<file path="src/rtl/ffha_pkg.sv">
package ffha_pkg;

	localparam logic CMD_ALLOC = 1'b0;
	localparam logic CMD_FREE = 1'b1;

	localparam logic [0:0] REG_HEAP_START = 1'b0;
	localparam logic [0:0] REG_HEAP_END = 1'b1;

	typedef enum logic [1:0] {
		ST_ALLOCATED = 2'd0,
		ST_ALLOC_FAIL = 2'd1,
		ST_FREED = 2'd2,
		ST_FREE_IGNORED = 2'd3
	} status_t;

	// Commands from the controller to the datapath.
	typedef struct packed {
		logic latch_req;    // capture the request and prepare it
		logic rd_issue;     // read entry at the walk index
		logic walk_step;    // advance the walk index
		logic shift_issue;  // move one entry during a shift
		logic insert_wr;    // write the new entry
		logic count_inc;
		logic count_dec;
		logic result_load;
		logic restore;
	} ffha_cmd_t;

	// Status returned to the controller.
	typedef struct packed {
		logic is_free;
		logic pre_fail;     // allocate rejected before walking the table
		logic walk_last;    // walk index is on the last entry
		logic fit;          // current gap fits the request
		logic carry_fail;   // a carry while walking
		logic match;        // free target found
		logic shift_done;
	} ffha_stat_t;

endpackage

</file>
<file path="src/rtl/ffha_ctrl.sv">
module ffha_ctrl (
	input logic clk,
	input logic arst_n,
	input logic in_valid,
	output logic in_ready,
	output logic out_valid,
	input logic out_ready,
	input logic cfg_restore,
	input ffha_pkg::ffha_stat_t stat,
	output ffha_pkg::ffha_cmd_t cmd
);
	import ffha_pkg::*;

	typedef enum logic [5:0] {
		S_IDLE  = 6'b000001,
		S_READ  = 6'b000010,
		S_EVAL  = 6'b000100,
		S_SHIFT = 6'b001000,
		S_DONE  = 6'b010000,
		S_FAIL  = 6'b100000
	} state_t;

	state_t state_q, state_d;
	logic out_valid_q;
	logic out_take;

	assign out_take = out_valid_q && out_ready;
	assign in_ready = (state_q == S_IDLE) && (!out_valid_q || out_ready);
	assign out_valid = out_valid_q;

	always_comb begin
		cmd = '0;
		state_d = state_q;
		cmd.restore = cfg_restore;
		case (state_q)
			S_IDLE: begin
				if (in_valid && in_ready) begin
					cmd.latch_req = 1'b1;
					state_d = S_READ;
				end
			end
			S_READ: begin
				if (!stat.is_free && stat.pre_fail) state_d = S_FAIL;
				else begin
					cmd.rd_issue = 1'b1;
					state_d = S_EVAL;
				end
			end
			S_EVAL: begin
				if (stat.is_free) begin
					if (stat.match) begin
						cmd.walk_step = 1'b1;
						cmd.result_load = 1'b1;
						state_d = S_SHIFT;
					end else if (stat.walk_last) state_d = S_FAIL;
					else begin
						cmd.walk_step = 1'b1;
						state_d = S_READ;
					end
				end else if (stat.carry_fail) state_d = S_FAIL;
				else if (stat.fit) begin
					cmd.walk_step = 1'b1;
					cmd.result_load = 1'b1;
					state_d = S_SHIFT;
				end else if (stat.walk_last) state_d = S_FAIL;
				else begin
					cmd.walk_step = 1'b1;
					state_d = S_READ;
				end
			end
			S_SHIFT: begin
				if (!stat.shift_done) cmd.shift_issue = 1'b1;
				else begin
					if (stat.is_free) cmd.count_dec = 1'b1;
					else begin
						cmd.insert_wr = 1'b1;
						cmd.count_inc = 1'b1;
					end
					state_d = S_DONE;
				end
			end
			S_DONE: state_d = S_IDLE;
			S_FAIL: begin
				cmd.result_load = 1'b1;
				state_d = S_IDLE;
			end
			default: state_d = S_IDLE;
		endcase
	end

	always_ff @(posedge clk or negedge arst_n) begin
		if (!arst_n) begin
			state_q <= S_IDLE;
			out_valid_q <= 1'b0;
		end else begin
			state_q <= state_d;
			if (state_q == S_DONE || state_q == S_FAIL) out_valid_q <= 1'b1;
			else if (out_take) out_valid_q <= 1'b0;
		end
	end
endmodule

</file>
<file path="config.mk">
export PLATFORM = sky130hd
export DESIGN_NAME = ffha_ctrl
export DESIGN_NICKNAME = d
export VERILOG_FILES = /design/src/rtl/ffha_pkg.sv /design/src/rtl/ffha_ctrl.sv
export SDC_FILE = /design/constraint.sdc
export NUM_CORES = 1
export LEC_CHECK = 0
export ABC_AREA = 1
export BUFFER_PORTS_ARGS = -buffer_cell sky130_fd_sc_hd__buf_4
export CAP_MARGIN = 30
export CORE_AREA = 10 10 47 49
export DETAILED_ROUTE_END_ITERATION = 10
export DIE_AREA = 0 0 57 59
export GPL_ROUTABILITY_DRIVEN = 0
export GPL_TIMING_DRIVEN = 0
export PLACE_DENSITY_LB_ADDON = 0.05
export RECOVER_POWER = 50
export SETUP_SLACK_MARGIN = 0.15
export SLEW_MARGIN = 20
export SYNTH_ARGS = -nofsm -noshare
export SYNTH_HDL_FRONTEND = slang
export SYNTH_SLANG_ARGS = --single-unit
</file>
<file path="constraint.sdc">
create_clock -name clk -period 1.1 [get_ports clk]
set_clock_uncertainty 0.05 [all_clocks]
set_input_delay 0.165 -clock clk [delete_from_list [all_inputs] [get_ports clk]]
set_output_delay 0.165 -clock clk [all_outputs]
set_load 0.02 [all_outputs]
</file>
==> results of run 1 <==
flip-flops by register name, indices dropped and copies added, names as in the netlist:
name,flops
out_valid,1
state_q,6
synthesized netlist by cell type:
cell type | n | share of area [%]
a21oi_1 | 2 | 2.1
dfrtp_1 | 6 | 31
nor2_4 | 1 | 2.3
nand3_1 | 3 | 3.1
dfstp_2 | 1 | 5.5
nor3_1 | 4 | 4.2
nor2_1 | 15 | 12
nand3b_1 | 1 | 1.6
buf_4 | 2 | 3.1
nand2_1 | 18 | 14
nand4_1 | 1 | 1.3
o21ai_1 | 2 | 2.1
nand3_2 | 2 | 4.2
o21ai_0 | 3 | 3.1
inv_1 | 13 | 10
cells by family (layout without fill, tap and decap cells):
group	after synthesis	after routing	synth area share, %
AND/OR/NAND/NOR	45	45	42.56
buffers and inverters	15	51	13.32
AO/OA/AOI/OAI	7	7	7.310
flip-flops	7	7	36.81
critical path, cell delays in order, from the launching register on:
cell,delay [ns]
dfrtp_1,0.40
nor2_4,0.23
nand3_4,0.13
nor3_4,0.16
buf_6,0.12
buf_6,0.10
layer usage:
layer / routed length [um] / part of all wire [%]
met4: 45 / 2.9
met2: 777 / 50
met1: 567 / 36
met5: 0 / 0
met3: 163 / 10
power by group:
part	switching [mW]	total, mW	leakage (nW)	internal, mW
clock network	0.100	0.239	0.0150	0.139
logic	0.464	0.847	0.371	0.383
registers	0.0625	0.382	0.0931	0.320
cell type report:
class                      count  area, sq um
timing repair buffer          32        276.5
tap                           16        20.02
clock buffer                   4        26.28
multi-input combinational     52        360.3
fill                         133        474.2
buffer                         2        18.77
inverter                      13        48.80
sequential                     7        176.4
worst max path at each step:
stage / startpoint / endpoint / slack, ns / cells after the start
2_1_floorplan: state_q[4] / cmd[4] / -0.31 / 4
3_3_place_gp: state_q[4] / cmd[4] / -0.34 / 5
3_5_place_dp: state_q[3] / cmd[4] / -0.35 / 6
4_1_cts: state_q[5] / cmd[8] / -0.51 / 5
5_1_grt: state_q[4] / cmd[7] / -0.63 / 6
6_report: state_q[4] / cmd[4] / -0.52 / 5
metrics by stage:
step	hold slack, ns	TNS [ns]
after floorplan	-0.1806	-1.032
after global placement	-0.06546	-2.309
after detailed placement	-0.06758	-2.415
after CTS	0.05140	-4.791
after global routing	0.07398	-6.325
final	0.05997	-4.725
repair_timing:
| item | in CTS | in global routing |
|---|---|---|
| gates resized for setup | 12 | 9 |
| setup endpoints to repair | 17 | 17 |
| cloned | 0 | 0 |
| buffers inserted | 8 | 2 |
| hold buffers | 1 | 0 |
| endpoints found under the hold margin | 7 | 0 |
| pin swaps | 4 | 2 |
==> impl_metrics.csv, run 1 <==
group,metric,value,unit
outcome,status,"finished, violations left",
layout,layout-drive-gt1-share,54.55,%
logic_synthesis,ys_seq_elements,7,
hold_path,whs_path_depth,2,
hold_path,whs_endpoint,"out_valid",
clock_tree,clk_latency,0.26,ns
sta,max_slew.worst_pin.slew,0.3805,ns
layout,postLayoutCellArea,927.1,sq um
worst_setup_path,startpoint_type,"flip-flop",
worst_setup_path,required,0.88,ns
logic_synthesis,syn_area,479.2,sq um
detailed_routing,drc,0,
clock_tree,path_clk_slew,0.06,ns
power,vdd_drop_max,1.028,mV
layout,finalNonFillerCells,126,
sta,fin_crit_sh,147.3,%
power,p_per_area,1584,mW/mm^2
power,leakagePower,0.4789,nW
layout,nets,123,
logic_synthesis,syn_area_per_cell,6.476,sq um
logic_synthesis,synth.distinct_cells,15,
floorplanning,fp.dieH,59,um
place,dpl_cell_area,738.2,sq um
global_route,grt_max_degree,8,
floorplanning,die_area,0.003363,sq mm
layout,final_common_cell,"buf_4",
clock_tree,cts_buffers,3,
detailed_routing,routed_wl,1.554,mm
logic_synthesis,yosysSeqAreaShare,36.81,%
clock_tree,clockBufferDepth,2,
logic_synthesis,netlist_instances,74,
clock_tree,clockRootBuffer,"clkbuf_4",
sta,rsz0062_at_grt,"yes",
hold_path,min_from,"out_ready",
hold_path,hp-class,"input port to flip-flop",
floorplanning,rows,14,
worst_setup_path,crit_type,"flip-flop to output port",
place,numPortBuffers,21,
layout,diodes,0,
logic_synthesis,yosys_warnings,0,
clock_tree,h-tree-depth,1,
global_route,grt_pass1_vias,668,
global_route,groute.layer.met1.usage,10.29,%
detailed_routing,vias,591,
clock_tree,tritoncts,"done",
detailed_routing,viasPerCell,4.690,
place,place_inst,111,
detailed_routing,final_antenna_net_count,0,
detailed_routing,avgRoutedWirePerCell,12.33,um
global_route,grt_pass1_wl,2.870,mm
sta,setup_ws,-0.5199,ns
worst_setup_path,r2r_start,"state_q[4]",
sta,slew-limit-headroom,74.63,%
job,maxCapViolCount,0,
floorplanning,ioPinCount,23,
sta,finalCriticalPeriod,1.620,ns
power,finalPower,1.468,mW
sta,drv_slew,0,
sta,finalSetupViolations,16,
clock_tree,clkSinkCount,7,
place,dp_hpwl,1.176,mm
global_route,met2_usage,17.36,%
layout,layout_common_cells,"buf_4 (21), nand2_1 (14), inv_1 (11), buf_6 (11)",
worst_setup_path,worstSetupEndpointType,"output port",
place,pre_cts_ws,-0.3514,ns
floorplanning,die_w,57,um
detailed_routing,drt_pass1_iterations,4,
sta,max_freq,617.3,MHz
worst_setup_path,r2r_end,"state_q[1]",
detailed_routing,drt_iter0_markers,5,
outcome,violations,"negative setup slack",
worst_setup_path,worst-r2r-setup-slack,-0.24,ns
worst_setup_path,reg2reg_depth,7,
global_route,gr-max-usage-layer,"met2",
worst_setup_path,worstPathArrival,1.40,ns
global_route,overflow,0,
global_route,grt_usage,11.10,%
layout,final_util,66.16,%
global_route,met3_usage,6.009,%
logic_synthesis,synth_fp_nets,86,
floorplanning,start_util,34.20,%
floorplanning,core,0.001401,sq mm
global_route,antenna_found_initial,0,
sta,final-hold-violation-count,0,
layout,area.growth.synth_to_final,93.47,%
worst_setup_path,path_max_fanout,5,
Power figures use the tool's default switching activity.
==> run 2: changes to the inputs <==
- CORE_AREA: 10 10 47 49 -> 2 2 39 41
- DIE_AREA: 0 0 57 59 -> 0 0 41 43
- SLEW_MARGIN: 20 -> 10
==> run 2 against run 1 <==
Compared with the run above: fmax down 1.1%; largest power group unchanged; critical path type unchanged; critical endpoint is now cmd[8]; final area is 8.1% higher; utilization grew 6.3 points; highest routed layer unchanged; register-to-register slack got worse by 0.21 ns; die area is 48% lower; first-iteration DRC count decreased by 40%; non-clock buffer count is 4 higher; combinational power grew 15%; the flow still finishes with violations (negative setup slack); sequential power up 3%.
==> impl_metrics.csv, run 2 (synthesis gave the netlist of run 1 again) <==
group,metric,value,unit
outcome,status,"finished, violations left",
outcome,violations,"negative setup slack",
floorplanning,start_util,34.63,%
power,vdd_drop_max,1.009,mV
sta,finalSetupViolations,15,
worst_setup_path,path_cells,"nand2_2 > inv_2 > nand3_4 > nor3_4 > buf_6",
floorplanning,core,0.001384,sq mm
detailed_routing,viasPerCell,4.923,
detailed_routing,dr_wl_met3,92,um
floorplanning,rows,14,
detailed_routing,wl_met2,840,um
detailed_routing,met1Wirelength,563,um
clock_tree,clk_latency,0.25,ns
detailed_routing,top_layer,"met4",
worst_setup_path,crit_slowest_cell,"dfstp_2",
worst_setup_path,crit_path_max_incr_delay,0.57,ns
floorplanning,die_area,0.001763,sq mm
place,pre_cts_ws,-0.3393,ns
power,p_per_area,1588,mW/mm^2
sta,setup_ws,-0.5383,ns
floorplanning,die_w,41,um
floorplanning,fp.dieH,43,um
sta,fin_crit_sh,148.9,%
detailed_routing,drt_iter0_markers,3,
clock_tree,clockRootBuffer,"clkbuf_4",
worst_setup_path,critPathCapture,"cmd[8]",
power,leakagePower,0.5040,nW
clock_tree,tritoncts,"done",
worst_setup_path,cp_num_buf_inv,2,
detailed_routing,drc,0,
job,maxCapViolCount,0,
worst_setup_path,crit_type,"flip-flop to output port",
clock_tree,h-tree-depth,1,
worst_setup_path,worst-r2r-setup-slack,-0.45,ns
worst_setup_path,r2r_start,"state_q[4]",
global_route,grt_max_degree,8,
hold_path,hp-class,"input port to flip-flop",
place,numPortBuffers,21,
sta,max_slew.worst_pin.slew,0.4023,ns
clock_tree,path_clk_slew,0.05,ns
worst_setup_path,worstSetupStartpoint,"state_q[0]",
global_route,grt_usage,18.84,%
floorplanning,ioPinCount,23,
layout,layout-drive-gt1-share,63.16,%
layout,nets,127,
sta,slew-limit-headroom,73.08,%
worst_setup_path,startpoint_type,"flip-flop",
worst_setup_path,reg2reg_depth,9,
power,finalPower,1.591,mW
layout,largest_reg_flops,6,
worst_setup_path,path_max_fanout,4,
global_route,grt_pass1_vias,577,
global_route,antenna_found_initial,0,
sta,final-hold-violation-count,0,
place,dp_hpwl,987.1,um
sta,finalCriticalPeriod,1.638,ns
global_route,grt_pass1_wl,2.173,mm
sta,drv_slew,0,
clock_tree,cts_buffers,3,
layout,layout_common_cells,"buf_4 (20), buf_6 (16), nand2_1 (11)",
layout,n_fill_cell,121,
clock_tree,clockBufferDepth,2,
layout,final_common_cell,"buf_4",
worst_setup_path,worstSetupEndpointType,"output port",
detailed_routing,avgRoutedWirePerCell,11.66,um
worst_setup_path,required,0.88,ns
layout,area.growth.synth_to_final,109.1,%
worst_setup_path,crit_family,"flip-flops",
layout,diodes,0,
detailed_routing,vias,640,
global_route,overflow,0,
sta,rsz0062_at_grt,"yes",
detailed_routing,drt_pass1_iterations,4,
clock_tree,clkSinkCount,7,
worst_setup_path,r2r_end,"state_q[0]",
sta,hold_ws,0.05861,ns
detailed_routing,routed_wl,1.516,mm
sta,max_freq,610.4,MHz
detailed_routing,final_antenna_net_count,0,
worst_setup_path,crit_cells,5,
layout,regMostFlops,"state_q",
worst_setup_path,worstPathArrival,1.42,ns
==> run 2: cell count changes in the layout (fill, tap and decap cells not counted), sizes merged <==
cell,previous run,this run
buf,32,36
==> run 2: cell type report <==
class	count	area (sq um)	area share, %
plain buffers	2	18.77	1.873
clock buffers	4	26.28	2.622
inverters	13	51.30	5.119
multi-input cells	52	382.9	38.20
flip-flops and latches	7	177.7	17.73
well taps	16	20.02	1.998
repair buffers	36	325.3	32.46
==> run 2: timing repair <==
item	in CTS	in global routing
hold endpoints to repair	7	0
gates resized for setup	12	27
buffers inserted	4	10
hold buffers	1	0
pin swaps	3	11
setup endpoints to repair	17	17
==> run 2: report_power, final <==
group          switching [mW]  internal, mW  leakage, nW
combinational           0.528         0.444        0.397
sequential             0.0700         0.323       0.0917
clock                  0.0878         0.138       0.0150
total                   0.686         0.905        0.504
==> run 2: metrics by stage <==
step / cell area [sq um] / setup TNS [ns] / instances / utilization, %
global placement: 738.2 / -2.241 / 111 / 53.35
finish: 1002 / -5.555 / 130 / 72.42
detailed placement: 738.2 / -2.375 / 111 / 53.35
CTS: 845.8 / -4.305 / 120 / 61.12
global route: 1002 / -6.445 / 130 / 72.42
floorplan: 560.5 / -1.032 / 74 / -
==> run 2: worst min-delay path by stage <==
| stage | startpoint | slack (ns) | cells after the start | end |
|---|---|---|---|---|
| 2_1_floorplan | arst_n | -0.18 | 0 | out_valid |
| 3_3_place_gp | arst_n | -0.07 | 1 | state_q[4] |
| 3_5_place_dp | arst_n | -0.07 | 1 | state_q[5] |
| 4_1_cts | out_ready | 0.05 | 2 | out_valid |
| 5_1_grt | out_ready | 0.05 | 2 | out_valid |
| 6_report | out_ready | 0.06 | 2 | out_valid |
==> run 2: metal layers <==
metal  vias to the layer above  GRT usage (%)
met2                        27          31.56
li1                        308              -
met1                       303          19.87
met4                         0          14.00
met5                         -              0
met3                         2          2.094
==> run 3: changes to the inputs <==
- SETUP_SLACK_MARGIN: 0.15 -> 0.3
==> run 3 against run 2 <==
Compared with the run above: the run still ends with negative setup slack left; utilization decreased by 6.9 points; sequential share of layout area increased by 1.7 points; final cell count decreased by 4.6%; via count decreased by 9.7%; fmax increased by 0.59%; global-route usage decreased by 1.5 points; register-to-register slack improved by 0.25 ns; final area decreased by 9.5%; critical endpoint is now cmd[4]; largest cell class unchanged; highest routed layer unchanged.
==> impl_metrics.csv, run 3 (synthesis gave the netlist of run 1 again) <==
group,metric,value,unit
worst_setup_path,path_max_fanout,6,
sta,max_freq,614.0,MHz
sta,setup_ws,-0.5287,ns
sta,tns,-5.000,ns
detailed_routing,avgRoutedWirePerCell,10.44,um
outcome,status,"finished, violations left",
power,p_clk_share,17.0,%
global_route,overflow,0,
floorplanning,die_area,0.001763,sq mm
detailed_routing,drt_iter0_markers,2,
clock_tree,cts_buffers,3,
worst_setup_path,required,0.88,ns
sta,drv_slew,0,
sta,rsz0062_at_grt,"yes",
sta,finalCriticalPeriod,1.629,ns
floorplanning,core,0.001384,sq mm
sta,slew-limit-headroom,75.17,%
global_route,grt_max_degree,8,
clock_tree,h-tree-depth,1,
worst_setup_path,startpoint_type,"flip-flop",
power,seq_power_share,28.6,%
detailed_routing,final_antenna_net_count,0,
layout,final_common_cell,"buf_4",
clock_tree,clockBufferDepth,2,
power,p_int,773.4,uW
layout,final_util,65.55,%
floorplanning,rows,14,
power,comb_power_share,54.5,%
worst_setup_path,r2r_start,"state_q[4]",
hold_path,min_from,"out_ready",
power,vdd_drop_max,0.9470,mV
worst_setup_path,crit_path_max_incr_delay,0.40,ns
layout,nets,121,
sta,hold_ws,0.05664,ns
layout,regArea,176.4,sq um
outcome,violations,"negative setup slack",
power,p_per_area,1499,mW/mm^2
layout,postLayoutCellArea,907.1,sq um
clock_tree,tritoncts,"done",
sta,max_slew.worst_pin.slew,0.3724,ns
layout,largest_reg_flops,6,
place,numPortBuffers,21,
sta,final-hold-violation-count,0,
layout,regMostFlops,"state_q",
layout,diodes,0,
floorplanning,ioPinCount,23,
floorplanning,fp.dieH,43,um
worst_setup_path,worstPathArrival,1.41,ns
worst_setup_path,r2r_end,"state_q[0]",
worst_setup_path,reg2reg_depth,6,
global_route,grt_usage,17.31,%
layout,layout_common_cells,"buf_4 (18), nand2_1 (14), buf_6 (12)",
place,dpl_cell_area,738.2,sq um
layout,area.growth.synth_to_final,89.29,%
power,leakagePower,0.4703,nW
detailed_routing,vias,578,
global_route,grt_pass1_wl,1.987,mm
worst_setup_path,crit_type,"flip-flop to output port",
worst_setup_path,path_cells,"nor2_4 > nand3_4 > nor3_4 > buf_6 > buf_6",
layout,n_fill_cell,127,
worst_setup_path,crit_slowest_cell,"dfrtp_1",
global_route,antenna_found_initial,0,
floorplanning,die_w,41,um
clock_tree,clkSinkCount,7,
global_route,grt_pass1_vias,542,
hold_path,hp-class,"input port to flip-flop",
clock_tree,clockRootBuffer,"clkbuf_4",
clock_tree,clk_latency,0.25,ns
worst_setup_path,worst-r2r-setup-slack,-0.20,ns
layout,layout-drive-gt1-share,53.70,%
detailed_routing,routed_wl,1.294,mm
job,maxCapViolCount,0,
sta,fin_crit_sh,148.1,%
detailed_routing,drt_pass1_iterations,2,
worst_setup_path,worstSetupStartpoint,"state_q[4]",
power,p_sw,586.1,uW
detailed_routing,viasPerCell,4.661,
clock_tree,path_clk_slew,0.05,ns
detailed_routing,drc,0,
layout,multi_input_comb_area,351.6,sq um
worst_setup_path,worstSetupEndpointType,"output port",
floorplanning,start_util,34.63,%
worst_setup_path,critPathMostFrequentCell,"buf_6",
place,dp_hpwl,972.6,um
worst_setup_path,critPathCapture,"cmd[4]",
place,pre_cts_ws,-0.3306,ns
sta,finalSetupViolations,16,
power,swShare,43.11,%
run 3: cell types whose count changed in the layout (fill, tap and decap cells not counted), moves of 2 or more:
cell	change
buf_6	-4
inv_1	+3
nand2_1	+3
buf_4	-2
inv_2	-2
nand2_4	-2
run 3: how the worst min path moves through the flow:
stage                     depth (start not counted)    endpoint  slack, ns
after floorplan                                   0   out_valid      -0.18
after global placement                            1  state_q[4]      -0.07
after CTS                                         2   out_valid       0.05
after global routing                              2   out_valid       0.05
after detailed placement                          1  state_q[5]      -0.07
final                                             2   out_valid       0.06
run 3: worst max-delay path: cells and delay by family, from the launching register on:
family	cells	cell delay (ns)
buffers and inverters	2	0.22
and+or+nand+nor	3	0.54
DFF	1	0.40
run 3: power by group through the flow:
stage	Sequential, mW	Combinational (mW)	Clock (mW)
final	0.388	0.741	0.230
after global routing	0.395	0.801	0.253
after CTS	0.382	0.686	0.238
after detailed placement	0.382	0.619	0
after global placement	0.381	0.614	0
after floorplan	0.375	0.445	0
run 3: repair_timing:
item	in CTS	in global routing
buffers inserted	5	3
pin swaps	3	2
gates cloned	0	0
setup endpoints to repair	17	17
resized for setup	9	12
hold buffers	1	0
hold endpoints to repair	7	0
run 3: layout make-up:
class                      count  share of cell area [%]
buffer                         2                   2.069
clock buffer                   4                   2.897
inverter                      13                   5.379
multi-input combinational     52                   38.76
sequential                     7                   19.45
tap                           16                   2.207
timing repair buffer          30                   29.24
run 3: metal layers:
metal	vias up	track usage, %	routed length [um]
met5	-	0	0
met4	0	16.00	42
met3	4	1.571	63
met2	21	26.25	712
met1	256	19.80	475
li1	297	-	-
run 3: stage by stage:
step | cells | total power, mW
2_1_floorplan | 74 | 0.8197
3_3_place_gp | 111 | 0.9954
3_5_place_dp | 111 | 1.001
4_1_cts | 121 | 1.307
5_1_grt | 124 | 1.449
6_report | 124 | 1.359
